**src/hdl/spadd_pkg.sv**
```systemverilog
// shared types and constants of the sparse polynomial adder
`timescale 1ns / 1ps
`default_nettype none
package spadd_pkg;

  localparam int unsigned MAX_TERMS = 32;
  localparam int unsigned IDX_W     = (MAX_TERMS > 1) ? $clog2(MAX_TERMS) : 1;
  localparam int unsigned CNT_W     = $clog2(MAX_TERMS + 1);
  localparam int unsigned COEFF_W   = 16;
  localparam int unsigned EXP_W     = 16;
  localparam int unsigned SUM_W     = COEFF_W + 1;
  localparam int unsigned WORD_W    = COEFF_W + EXP_W;

  localparam logic [1:0] OP_LOAD_A = 2'd0;
  localparam logic [1:0] OP_LOAD_B = 2'd1;
  localparam logic [1:0] OP_MERGE  = 2'd2;

  typedef enum logic {
    ST_IDLE,
    ST_MERGE
  } state_e;

  // one read port and one write port of a term store
  typedef struct packed {
    logic              we;
    logic [IDX_W-1:0]  waddr;
    logic [WORD_W-1:0] wdata;
    logic [IDX_W-1:0]  raddr;
  } ram_req_t;

endpackage
`default_nettype wire

```
**src/hdl/spadd_if.sv**
```systemverilog
// request channels of the sparse polynomial adder
`timescale 1ns / 1ps
`default_nettype none
interface spadd_in_if import spadd_pkg::*; ();
  logic                      valid;
  logic                      ready;
  logic [1:0]                op;
  logic signed [COEFF_W-1:0] coeff_in;
  logic [EXP_W-1:0]          exp_in;

  modport source (output valid, op, coeff_in, exp_in, input ready);
  modport sink (input valid, op, coeff_in, exp_in, output ready);
endinterface

interface spadd_out_if import spadd_pkg::*; ();
  logic                    valid;
  logic                    ready;
  logic signed [SUM_W-1:0] coeff_out;
  logic [EXP_W-1:0]        exp_out;
  logic                    last;
  logic                    empty_res;

  modport source (output valid, coeff_out, exp_out, last, empty_res, input ready);
  modport sink (input valid, coeff_out, exp_out, last, empty_res, output ready);
endinterface
`default_nettype wire

```
**src/hdl/sparse_polynomial_add_merge_top.sv**
```systemverilog
// top level of the sparse polynomial adder
`timescale 1ns / 1ps
`default_nettype none
// Sparse polynomial adder. Load requests (op 0 for list A, op 1 for list B) each store one
// term; terms beyond MAX_TERMS per list are dropped. A merge request (op 2) walks both lists
// in load order, emitting the larger exponent first and a summed coefficient on equal
// exponents (zero sums included), then the leftovers; the final result has last set, and an
// empty merge gives one result with empty_res set. Both lists are cleared afterwards. The
// merge delivers one result per cycle while the sink is ready and holds off new requests
// until its final result is registered; this rate is set by the registered read of the two
// term memories, whose next address depends on the current exponent compare. Op code 3 is
// accepted and ignored.
module sparse_polynomial_add_merge_top import spadd_pkg::*; (
  input wire logic    clk_i,
  input wire logic    rst_ni,
  spadd_in_if.sink    in_i,
  spadd_out_if.source out_o
);

  ram_req_t          req_a, req_b;
  logic [WORD_W-1:0] rd_a, rd_b;

  spadd_ctrl u_ctrl (
    .clk_i   (clk_i),
    .rst_ni  (rst_ni),
    .in_i    (in_i),
    .out_o   (out_o),
    .req_a_o (req_a),
    .req_b_o (req_b),
    .rd_a_i  (rd_a),
    .rd_b_i  (rd_b)
  );

  spadd_ram #(.DEPTH(MAX_TERMS), .WIDTH(WORD_W), .ADDR_W(IDX_W)) u_ram_a (
    .clk_i   (clk_i),
    .we_i    (req_a.we),
    .waddr_i (req_a.waddr),
    .wdata_i (req_a.wdata),
    .raddr_i (req_a.raddr),
    .rdata_o (rd_a)
  );

  spadd_ram #(.DEPTH(MAX_TERMS), .WIDTH(WORD_W), .ADDR_W(IDX_W)) u_ram_b (
    .clk_i   (clk_i),
    .we_i    (req_b.we),
    .waddr_i (req_b.waddr),
    .wdata_i (req_b.wdata),
    .raddr_i (req_b.raddr),
    .rdata_o (rd_b)
  );

endmodule
`default_nettype wire

```
**src/hdl/spadd_ram.sv**
```systemverilog
// simple dual-port memory with registered read data
`timescale 1ns / 1ps
`default_nettype none
module spadd_ram #(
  parameter int unsigned DEPTH  = 32,
  parameter int unsigned WIDTH  = 32,
  parameter int unsigned ADDR_W = (DEPTH > 1) ? $clog2(DEPTH) : 1
) (
  input  wire logic              clk_i,
  input  wire logic              we_i,
  input  wire logic [ADDR_W-1:0] waddr_i,
  input  wire logic [WIDTH-1:0]  wdata_i,
  input  wire logic [ADDR_W-1:0] raddr_i,
  output logic      [WIDTH-1:0]  rdata_o
);

  logic [WIDTH-1:0] mem [DEPTH];
  logic [WIDTH-1:0] rdata_q;

  always_ff @(posedge clk_i) begin
    if (we_i) begin
      mem[waddr_i] <= wdata_i;
    end
  end

  always_ff @(posedge clk_i) begin
    rdata_q <= mem[raddr_i];
  end

  assign rdata_o = rdata_q;

endmodule
`default_nettype wire

```
**src/hdl/spadd_ctrl.sv**
```systemverilog
// load counters, merge sequencer and result register
`timescale 1ns / 1ps
`default_nettype none
module spadd_ctrl import spadd_pkg::*; (
  input  wire logic        clk_i,
  input  wire logic        rst_ni,
  spadd_in_if.sink         in_i,
  spadd_out_if.source      out_o,
  output ram_req_t         req_a_o,
  output ram_req_t         req_b_o,
  input  wire logic [WORD_W-1:0] rd_a_i,
  input  wire logic [WORD_W-1:0] rd_b_i
);

  state_e state_q, state_d;
  logic [CNT_W-1:0] count_a_q, count_a_d, count_b_q, count_b_d;
  logic [CNT_W-1:0] i_q, i_d, j_q, j_d;

  logic                    out_valid_q, out_valid_d;
  logic signed [SUM_W-1:0] out_coeff_q, out_coeff_d;
  logic [EXP_W-1:0]        out_exp_q, out_exp_d;
  logic                    out_last_q, out_last_d;
  logic                    out_empty_q, out_empty_d;

  logic in_fire, out_fire, step;
  logic load_a, load_b, merge_req;
  logic a_av, b_av, take_a, take_b, last_term;
  logic [COEFF_W-1:0] ca, cb;
  logic [EXP_W-1:0]   ea, eb;
  logic signed [SUM_W-1:0] add_a, add_b;

  assign in_i.ready = (state_q == ST_IDLE);
  assign in_fire    = in_i.valid && in_i.ready;
  assign out_fire   = out_valid_q && out_o.ready;
  assign step       = (state_q == ST_MERGE) && (!out_valid_q || out_o.ready);

  assign load_a    = in_fire && (in_i.op == OP_LOAD_A) && (count_a_q < CNT_W'(MAX_TERMS));
  assign load_b    = in_fire && (in_i.op == OP_LOAD_B) && (count_b_q < CNT_W'(MAX_TERMS));
  assign merge_req = in_fire && (in_i.op == OP_MERGE);

  assign ca = rd_a_i[WORD_W-1:EXP_W];
  assign ea = rd_a_i[EXP_W-1:0];
  assign cb = rd_b_i[WORD_W-1:EXP_W];
  assign eb = rd_b_i[EXP_W-1:0];

  // larger exponent first, both on a tie
  assign a_av   = i_q < count_a_q;
  assign b_av   = j_q < count_b_q;
  assign take_a = a_av && (!b_av || (ea >= eb));
  assign take_b = b_av && (!a_av || (eb >= ea));
  assign add_a  = take_a ? SUM_W'(signed'(ca)) : '0;
  assign add_b  = take_b ? SUM_W'(signed'(cb)) : '0;

  always_comb begin
    state_d     = state_q;
    count_a_d   = count_a_q + CNT_W'(load_a);
    count_b_d   = count_b_q + CNT_W'(load_b);
    i_d         = '0;
    j_d         = '0;
    last_term   = 1'b0;
    out_valid_d = out_fire ? 1'b0 : out_valid_q;
    out_coeff_d = out_coeff_q;
    out_exp_d   = out_exp_q;
    out_last_d  = out_last_q;
    out_empty_d = out_empty_q;
    unique case (state_q)
      ST_IDLE: begin
        if (merge_req) begin
          state_d = ST_MERGE;
        end
      end
      ST_MERGE: begin
        i_d       = i_q;
        j_d       = j_q;
        if (step) begin
          i_d         = i_q + CNT_W'(take_a);
          j_d         = j_q + CNT_W'(take_b);
          last_term   = (i_d >= count_a_q) && (j_d >= count_b_q);
          out_valid_d = 1'b1;
          out_coeff_d = add_a + add_b;
          out_exp_d   = take_a ? ea : (take_b ? eb : '0);
          out_last_d  = last_term;
          out_empty_d = !a_av && !b_av;
          if (last_term) begin
            state_d   = ST_IDLE;
            count_a_d = '0;
            count_b_d = '0;
            i_d       = '0;
            j_d       = '0;
          end
        end
      end
      default: state_d = ST_IDLE;
    endcase
  end

  always_ff @(posedge clk_i or negedge rst_ni) begin
    if (!rst_ni) begin
      state_q     <= ST_IDLE;
      count_a_q   <= '0;
      count_b_q   <= '0;
      i_q         <= '0;
      j_q         <= '0;
      out_valid_q <= 1'b0;
    end else begin
      state_q     <= state_d;
      count_a_q   <= count_a_d;
      count_b_q   <= count_b_d;
      i_q         <= i_d;
      j_q         <= j_d;
      out_valid_q <= out_valid_d;
    end
  end

  always_ff @(posedge clk_i) begin
    out_coeff_q <= out_coeff_d;
    out_exp_q   <= out_exp_d;
    out_last_q  <= out_last_d;
    out_empty_q <= out_empty_d;
  end

  // read addresses follow the next walk position, so the registered read data lines up with i_q and j_q
  always_comb begin
    req_a_o.we    = load_a;
    req_a_o.waddr = count_a_q[IDX_W-1:0];
    req_a_o.wdata = {in_i.coeff_in, in_i.exp_in};
    req_a_o.raddr = i_d[IDX_W-1:0];
    req_b_o.we    = load_b;
    req_b_o.waddr = count_b_q[IDX_W-1:0];
    req_b_o.wdata = {in_i.coeff_in, in_i.exp_in};
    req_b_o.raddr = j_d[IDX_W-1:0];
  end

  assign out_o.valid     = out_valid_q;
  assign out_o.coeff_out = out_coeff_q;
  assign out_o.exp_out   = out_exp_q;
  assign out_o.last      = out_last_q;
  assign out_o.empty_res = out_empty_q;

  a_count_bound: assert property (@(posedge clk_i) disable iff (!rst_ni)
    (count_a_q <= CNT_W'(MAX_TERMS)) && (count_b_q <= CNT_W'(MAX_TERMS)))
    else $error("term count above capacity");

  a_last_ends_merge: assert property (@(posedge clk_i) disable iff (!rst_ni)
    (step && last_term) |=> (state_q == ST_IDLE) && (count_a_q == '0) && (count_b_q == '0))
    else $error("merge did not finish after last term");

  a_no_accept_in_merge: assert property (@(posedge clk_i) disable iff (!rst_ni)
    (state_q == ST_MERGE) |-> !in_i.ready)
    else $error("request accepted during merge");

  a_empty_is_last: assert property (@(posedge clk_i) disable iff (!rst_ni)
    (out_valid_q && out_empty_q) |-> out_last_q)
    else $error("empty result not flagged last");

  a_walk_bound: assert property (@(posedge clk_i) disable iff (!rst_ni)
    (state_q == ST_MERGE) |-> (i_q <= count_a_q) && (j_q <= count_b_q))
    else $error("merge walked past a list end");

endmodule
`default_nettype wire

```
**src/flat_wrapper.sv**
```systemverilog
// flat-port wrapper written by rule: the top's interface ports become plain ports
module sparse_polynomial_add_merge_top_flat import spadd_pkg::*;
  (clk_i, rst_ni, in_i_valid, in_i_op, in_i_coeff_in, in_i_exp_in, in_i_ready, out_o_valid, out_o_coeff_out, out_o_exp_out, out_o_last, out_o_empty_res, out_o_ready);
  spadd_in_if in_i_i ();
  spadd_out_if out_o_i ();
  input wire logic clk_i;
  input wire logic rst_ni;
  input wire logic [$bits(in_i_i.valid)-1:0] in_i_valid;
  input wire logic [$bits(in_i_i.op)-1:0] in_i_op;
  input wire logic [$bits(in_i_i.coeff_in)-1:0] in_i_coeff_in;
  input wire logic [$bits(in_i_i.exp_in)-1:0] in_i_exp_in;
  output wire logic [$bits(in_i_i.ready)-1:0] in_i_ready;
  output wire logic [$bits(out_o_i.valid)-1:0] out_o_valid;
  output wire logic [$bits(out_o_i.coeff_out)-1:0] out_o_coeff_out;
  output wire logic [$bits(out_o_i.exp_out)-1:0] out_o_exp_out;
  output wire logic [$bits(out_o_i.last)-1:0] out_o_last;
  output wire logic [$bits(out_o_i.empty_res)-1:0] out_o_empty_res;
  input wire logic [$bits(out_o_i.ready)-1:0] out_o_ready;
  assign in_i_i.valid = in_i_valid;
  assign in_i_i.op = in_i_op;
  assign in_i_i.coeff_in = in_i_coeff_in;
  assign in_i_i.exp_in = in_i_exp_in;
  assign in_i_ready = in_i_i.ready;
  assign out_o_valid = out_o_i.valid;
  assign out_o_coeff_out = out_o_i.coeff_out;
  assign out_o_exp_out = out_o_i.exp_out;
  assign out_o_last = out_o_i.last;
  assign out_o_empty_res = out_o_i.empty_res;
  assign out_o_i.ready = out_o_ready;
  sparse_polynomial_add_merge_top u_core (.clk_i(clk_i), .rst_ni(rst_ni), .in_i(in_i_i), .out_o(out_o_i));
endmodule
```
**config.mk**
```make
export PLATFORM = sky130hd
export DESIGN_NAME = sparse_polynomial_add_merge_top_flat
export DESIGN_NICKNAME = d
export VERILOG_FILES = /design/src/hdl/spadd_pkg.sv /design/src/hdl/spadd_if.sv /design/src/hdl/sparse_polynomial_add_merge_top.sv /design/src/hdl/spadd_ram.sv /design/src/hdl/spadd_ctrl.sv /design/src/flat_wrapper.sv
export SDC_FILE = /design/constraint.sdc
export NUM_CORES = 2
export LEC_CHECK = 0
export ABC_AREA = 1
export BUFFER_PORTS_ARGS = -buffer_cell sky130_fd_sc_hd__clkbuf_2
export CORE_MARGIN = 4
export CORE_UTILIZATION = 30
export CTS_CLUSTER_DIAMETER = 200
export DETAILED_ROUTE_END_ITERATION = 10
export PLACE_DENSITY_LB_ADDON = 0.12
export SYNTH_ARGS = -nofsm -noshare
export SYNTH_HDL_FRONTEND = slang
export SYNTH_SLANG_ARGS = --single-unit
```
**constraint.sdc**
```tcl
create_clock -name clk_i -period 7.9 [get_ports clk_i]
set_input_delay 1.58 -clock clk_i [delete_from_list [all_inputs] [get_ports clk_i]]
set_output_delay 1.58 -clock clk_i [all_outputs]
set_load 0.02 [all_outputs]
```
* After elaboration in Yosys (flattened, before gate mapping)
Memories as Yosys holds them, arrays and structs flattened. A register that Yosys moved wholly into a read port is not among the register bits. Index checks and enable logic that the tools add are counted.
Word-level totals: register bits after elaboration 61, RAM bits 2048, word-level logic and storage cells 78, memories kept 2
Memory list:
- u_core.u_ram_a.mem | words 32, bits a word 32, read ports 1, clocked after memory_dff 1, write ports 1, line spadd_ram.sv:17 | logic [WIDTH-1:0] mem [DEPTH];
- u_core.u_ram_b.mem | words 32, bits a word 32, read ports 1, clocked after memory_dff 1, write ports 1, line spadd_ram.sv:17
Cells by class: add/subtract/negate cells 5, magnitude comparators 8, equality and inequality tests 3, mux-type cells 27, bitwise logic cells 1, reduce and logical (&&, ||, !) cells 20
Operators with widths (count):
- 6-bit two-way mux | 12
- 17-bit two-way mux | 2
- 16-bit >= comparator | 2
- 16-bit two-way mux | 2
- 6-bit by 1-bit adder with 6-bit output | 4
- 17-bit adder | 1
- 6-bit >= comparator | 2
- 1-bit logical AND | 12
- 6-bit less-than comparator | 2
- 6-bit less-than comparator, second input constant | 2
- 1-bit two-way mux | 10
- 1-bit logical NOT | 3
- 1-bit logical OR | 3
- 2-bit by 1-bit equality test with 1-bit output, second input constant | 1
- 2-bit equality test, second input constant | 1
- 2-bit logical NOT | 1
- 2-bit by 1-bit != test with 1-bit output, second input constant | 1
- 1-bit case mux with 2 select lines | 1
- 2-bit AND reduction | 1
- 1-bit NOT | 1

* Longest topological paths before layout
depth after elaboration 10, mapped depth 36, mapped depth without buffers 32

* Cells and area by module
A second synthesis with hierarchy kept.
Second synthesis, totals: cells, all modules 7790, area, all modules 90294.1 um2
Modules (own cells, without submodules):
- spadd_ram | instances 2, cells an instance 3536, area each 42405.7 um2, seq. area each 31390.1 um2
- spadd_ctrl | instances 1, cells an instance 718, area each 5482.8 um2, seq. area each 1701.6 um2

* Worst setup path before layout
No wires, ideal clock.
kind reg-to-reg, start point register u_core.u_ctrl.count_a_q[2], end point register u_core.u_ram_a.rdata_q[0], in the netlist u_core.u_ram_a.rdata_o[0], read port of u_core.u_ram_a.mem, setup time 113 ps, arrival 4348 ps, data required time 7787 ps, path slack 3439 ps, stages on the path, launching flop included 33, cell sequence dfrtp_1 -> clkbuf_1 -> inv_1 -> ha_1 -> nand2_1 -> nor2_1 -> a221o_1 -> nor2_1 -> nand3_1 -> nand2_1 -> inv_2 -> buf_2 -> ha_1 -> ha_1 -> nand3_1 -> xor2_1 -> inv_1 -> ha_1 -> nand2_1 -> inv_1 -> a21oi_1 -> nand2_1 -> nand3_2 -> buf_2 -> buf_2 -> buf_2 -> nand4_1 -> nand3_1 -> nand3_1 -> nand3_1 -> nand2_1 -> nand2_1 -> nand2_1
On the way: longest elaborated chain between the ends 10, elaborated cells on any way between the ends 13, those cells by class 2 x add/sub; 3 x order compare; 3 x mux; 5 x reduce/logical
Ends and longest elaborated chain:
- start, declared | line spadd_ctrl.sv:16 | logic [CNT_W-1:0] count_a_q, count_a_d, count_b_q, count_b_d;
- start signal, assigned | line spadd_ctrl.sv:107 | count_a_q <= count_a_d;
- 6-bit less-than comparator | line spadd_ctrl.sv:47 | assign a_av = i_q < count_a_q;
- 1-bit logical NOT | line spadd_ctrl.sv:50 | assign take_b = b_av && (!a_av || (eb >= ea));
- 1-bit logical OR | line spadd_ctrl.sv:50
- 1-bit logical AND | line spadd_ctrl.sv:50
- 6-bit by 1-bit adder with 6-bit output | line spadd_ctrl.sv:77 | j_d = j_q + CNT_W'(take_b);
- 6-bit >= comparator | line spadd_ctrl.sv:78 | last_term = (i_d >= count_a_q) && (j_d >= count_b_q);
- 1-bit logical AND | line spadd_ctrl.sv:78
- 6-bit two-way mux * | line spadd_ctrl.sv:84 | if (last_term) begin
- 6-bit two-way mux * | line spadd_ctrl.sv:75 | if (step) begin
- 6-bit two-way mux * | line spadd_ctrl.sv:66 | unique case (state_q)
- end, declared | line spadd_ram.sv:18 | logic [WIDTH-1:0] rdata_q;
Every way passes the cells marked *; elsewhere a longest branch is shown, timed or not. The select of a mux whose other input is x is not followed. A chain may end at the register's enable or synchronous reset.

* Worst setup path in the final report
start point register u_core.u_ram_a.rdata_q[3], in the netlist u_core.u_ram_a.rdata_o[3], read port of u_core.u_ram_a.mem, end point register u_core.u_ram_a.rdata_q[15], in the netlist u_core.u_ram_a.rdata_o[15], read port of u_core.u_ram_a.mem
On the way: longest elaborated chain between the ends 9, elaborated cells on any way between the ends 14, those cells by class 2 x add/sub; 4 x order compare; 3 x mux; 5 x reduce/logical
Ends and longest elaborated chain (line):
- 16-bit >= comparator (on tied branches) | spadd_ctrl.sv:49, spadd_ctrl.sv:50
- 1-bit logical OR (on tied branches) | spadd_ctrl.sv:49, spadd_ctrl.sv:50
- 1-bit logical AND (on tied branches) | spadd_ctrl.sv:49, spadd_ctrl.sv:50
- 6-bit by 1-bit adder with 6-bit output (on tied branches) | spadd_ctrl.sv:76, spadd_ctrl.sv:77
- 6-bit >= comparator | spadd_ctrl.sv:78
- 1-bit logical AND | spadd_ctrl.sv:78
- 6-bit two-way mux * | spadd_ctrl.sv:84
- 6-bit two-way mux * | spadd_ctrl.sv:75
- 6-bit two-way mux * | spadd_ctrl.sv:66
Marked as above.

==> metrics.json <==
{
  "core.rowCount": 210,
  "critical_path.max_fanout": 56,
  "clock.fmax_ghz": 0.1392,
  "syn_area_per_cell_um2": 10.24,
  "firstDrtPassIters": 6,
  "vdd_drop_max_mv": 0.5838,
  "cts.htree.levels": 4,
  "post_drt_via_cell_ratio": 5.036,
  "synth.mux.area_fraction_pct": 0,
  "netlist.top_cell.by_area": "sky130_fd_sc_hd__edfxtp_1",
  "synth.yosys.seq_area_share_pct": 65.24,
  "wl_per_cell_um": 25.41,
  "cp_slowest_cell": "sky130_fd_sc_hd__nand3_4",
  "postRouteWirelength_um": 357700,
  "clockBufferDepth": 4,
  "report.final.setup_viol": 0,
  "starting_density_pct": 30.16,
  "synth-xor-area-share_pct": 0.2481,
  "grtUsageTotal_pct": 20.40,
  "dp_hpwl_um": 190800,
  "period_needed_ns": 7.186,
  "finalWeightedCongestion": 0.8120,
  "worst_path_most_repeated_cell": "sky130_fd_sc_hd__nand2_1",
  "postSynthCellCount": 9650,
  "worst_clock_skew_ns": 0.05792,
  "run_status": "complete, no violations",
  "final.period_utilization_pct": 90.96,
  "share_of_yosys_cell_area_claimed_by_the_top_area_cell_type_pct": 63.29,
  "wl_met3_um": 20870,
  "placement.setup.worst_slack_ns": 0.6675,
  "grt_pass1_vias": 67270,
  "clock_sinks": 2173,
  "post_cts_resized": 0,
  "wire_length_of_the_first_global_routing_pass_um": 508200,
  "port_buffer_count": 74,
  "post_synth_num_cell_types": 42,
  "synth_top_family_by_area": "simple AND/OR/NAND/NOR gates",
  "synth-compound-area-share_pct": 0.4089,
  "die-height_um": 582.0,
  "route.top_layer_used": "met5",
  "cts-buffers-inserted": 245,
  "hold_violations": 0,
  "netlist_top_cells_area": "sky130_fd_sc_hd__edfxtp_1, sky130_fd_sc_hd__nand3_1, sky130_fd_sc_hd__inv_1",
  "worst_setup_hold_path_clk_slew_ns": 0.06,
  "timing_worst_setup_path_type": "flop to flop",
  "worstSkewPairLatency_ns": 0.93,
  "wl_met1_um": 165900,
  "final_antenna_net_count": 0,
  "route.vias.total": 70890,
  "met2_wirelength_um": 160400,
  "synthesis.area_um2": 98830,
  "cts_tree": "built",
  "startpoint_type": "flop",
  "rsz0062_at_grt": "no",
  "die_footprint_um2": 338700,
  "leakagePower_uw": 0.04698,
  "grt_max_degree": 187,
  "num-fill-cells": 32840,
  "placeableCoreArea_um2": 327700,
  "first_iter_violations": 7651,
  "holdWs_ns": 0.5531,
  "worst_path_largest_cell_delay_ns": 0.84,
  "holdCritPathClass": "flop to flop",
  "p_total_uw": 42320,
  "timing.max_slew.rel_slack_pct": 11.98,
  "route.detailed.drc": 0,
  "synth_warnings": 0,
  "arrival_ns": 7.99,
  "cts.hold.buffers_added": 0,
  "antenna_violations_before_repair": 31,
  "synth_simple_gate_area_share_pct": 21.94,
  "final_layout_size_suffix_gt1_share_pct": 7.362,
  "number_of_nets_in_the_finished_design": 9614,
  "power.density_nw_per_um2": 377.4,
  "critPathRequiredTime_ns": 8.70,
  "grt_overflow": 0,
  "ys_ff_latch": 2173,
  "synth.net_count": 9751,
  "final_max_slew_viol_count": 0,
  "area_growth_syn_to_layout_pct": 13.46,
  "end_kind": "flop",
  "max_cap_violations": 0,
  "synth_adder_area_share_pct": 0.8051,
  "cts_post_setup_buffers_inserted": 0,
  "final_critical_path_setup_slack_ns": 0.7139,
  "dieWidth_um": 582.0,
  "ioPinCount": 75,
  "total_negative_slack_ns": 0,
  "worstMarginPinSlew_ns": 1.317,
  "cts.root.buffer_cell": "sky130_fd_sc_hd__clkbuf_16"
}
critical path: cells and delay by family (launching register included):
kind / cells / cell delay, ns
XOR/XNOR: 1 / 0.14
buffers and inverters: 7 / 1.49
AO/OA/AOI/OAI: 1 / 0.16
adder cells (fa/ha/maj): 3 / 0.85
AND/OR/NAND/NOR: 21 / 3.72
flip-flops: 1 / 0.62
state kept, by name, indices dropped and copies added (netlist names), 16 cells and up:
register                       count
u_core.u_ram_a.rdata_o            32
u_core.u_ram_b.mem              1024
u_core.u_ram_a.mem              1024
u_core.u_ctrl.out_o.coeff_out     17
u_core.u_ram_b.rdata_o            32
u_core.u_ctrl.out_o.exp_out       16
power breakdown:
part	switching, uW	internal [uW]	total (uW)
logic	12800	4810	17600
registers	529	13100	13600
clock network	4810	6300	11100
total	18100	24200	42300
worst paths after layout:
check | startpoint | end | slack, ns | cells past startpoint
worst min register to register | u_core.u_ctrl.i_q[5] | u_core.u_ctrl.i_q[5] | 0.55 | 1
max in group asynchronous | rst_ni | u_core.u_ctrl.state_q | 6.39 | 1
worst max register to register | u_core.u_ram_a.rdata_o[3] | u_core.u_ram_a.rdata_o[15] | 0.71 | 33
worst min-delay path | u_core.u_ctrl.i_q[5] | u_core.u_ctrl.i_q[5] | 0.55 | 1
min in group asynchronous | rst_ni | u_core.u_ctrl.out_o.valid | 0.77 | 1
worst max-delay path | u_core.u_ram_a.rdata_o[3] | u_core.u_ram_a.rdata_o[15] | 0.71 | 33
Yosys cell counts:
master and instances:
sky130_fd_sc_hd__a21boi_2 2, sky130_fd_sc_hd__buf_1 63, sky130_fd_sc_hd__nand2_4 2, sky130_fd_sc_hd__a21oi_1 25, sky130_fd_sc_hd__inv_1 2176, sky130_fd_sc_hd__xnor2_1 5, sky130_fd_sc_hd__a32o_1 2, sky130_fd_sc_hd__nor3_1 4
sky130_fd_sc_hd__nor3b_1 1, sky130_fd_sc_hd__o21ai_1 5, sky130_fd_sc_hd__dfxtp_1 64, sky130_fd_sc_hd__nand3_2 1, sky130_fd_sc_hd__buf_4 14, sky130_fd_sc_hd__o221ai_1 1, sky130_fd_sc_hd__nor2_1 116, sky130_fd_sc_hd__a31oi_1 1
sky130_fd_sc_hd__a221oi_1 2, sky130_fd_sc_hd__nand2_1 1467, sky130_fd_sc_hd__a21o_1 5, sky130_fd_sc_hd__o22ai_1 2, sky130_fd_sc_hd__nand2_2 1, sky130_fd_sc_hd__dfrtp_1 26, sky130_fd_sc_hd__o31ai_1 2, sky130_fd_sc_hd__a21boi_0 2
sky130_fd_sc_hd__nor4_1 1, sky130_fd_sc_hd__clkbuf_1 235, sky130_fd_sc_hd__o21a_1 1, sky130_fd_sc_hd__xor2_1 23, sky130_fd_sc_hd__ha_1 62, sky130_fd_sc_hd__o21ai_0 7, sky130_fd_sc_hd__nor2_4 1, sky130_fd_sc_hd__and3_1 1
sky130_fd_sc_hd__inv_2 11, sky130_fd_sc_hd__buf_2 358, sky130_fd_sc_hd__a22oi_1 1, sky130_fd_sc_hd__nand3_1 1846, sky130_fd_sc_hd__nand4_1 1025, sky130_fd_sc_hd__a221o_1 1, sky130_fd_sc_hd__a22oi_2 1, sky130_fd_sc_hd__a32oi_1 3
sky130_fd_sc_hd__fa_1 1, sky130_fd_sc_hd__edfxtp_1 2083
stage by stage:
step / area [um^2] / util [%] / cells
2_1_floorplan: 98830 / - / 9650
3_3_place_gp: 104400 / 31.87 / 13610
3_5_place_dp: 104400 / 31.87 / 13610
4_1_cts: 112100 / 34.22 / 14070
5_1_grt: 112100 / 34.22 / 14070
6_report: 112100 / 34.22 / 14080
layout by cell type (no fill, tap or decap), drive strengths merged, types with 12 or more instances in the layout:
cell type and instances:
nand2 1470, o21ai 12, clkbuf 405, inv 2191, nand4 1025, dfrtp 26, ha 62, xor2 23
clkinv 92, a21oi 25, dfxtp 64, edfxtp 2083, nor2 117, nand3 1847, buf 233
per-layer routing:
metal / GRT usage (%) / vias to the layer above
met5: 0 / -
met4: 5.688 / 2
met3: 2.469 / 427
met2: 31.81 / 2203
met1: 29.85 / 35920
li1: - / 32340
logic make-up after synthesis:
kind of cell	Yosys count
xor gates and xnor gates	28
DFF	2173
and+or+nand+nor	4466
adders and majority gates	63
AOI/OAI and AO/OA	63
buffers and inverters	2857
area by class of cell:
class	count	area [um^2]	area share (%)
Timing Repair Buffer	286	2537	2.263
Antenna cell	5	12.51	0.01116
Clock buffer	352	6899	6.153
Clock inverter	107	785.8	0.7007
Sequential cell	2173	64490	57.51
Inverter	2187	8253	7.360
Tap cell	4346	5438	4.849
Multi-Input combinational cell	4620	23720	21.16
Note: power is estimated with default switching activity, not from simulation.
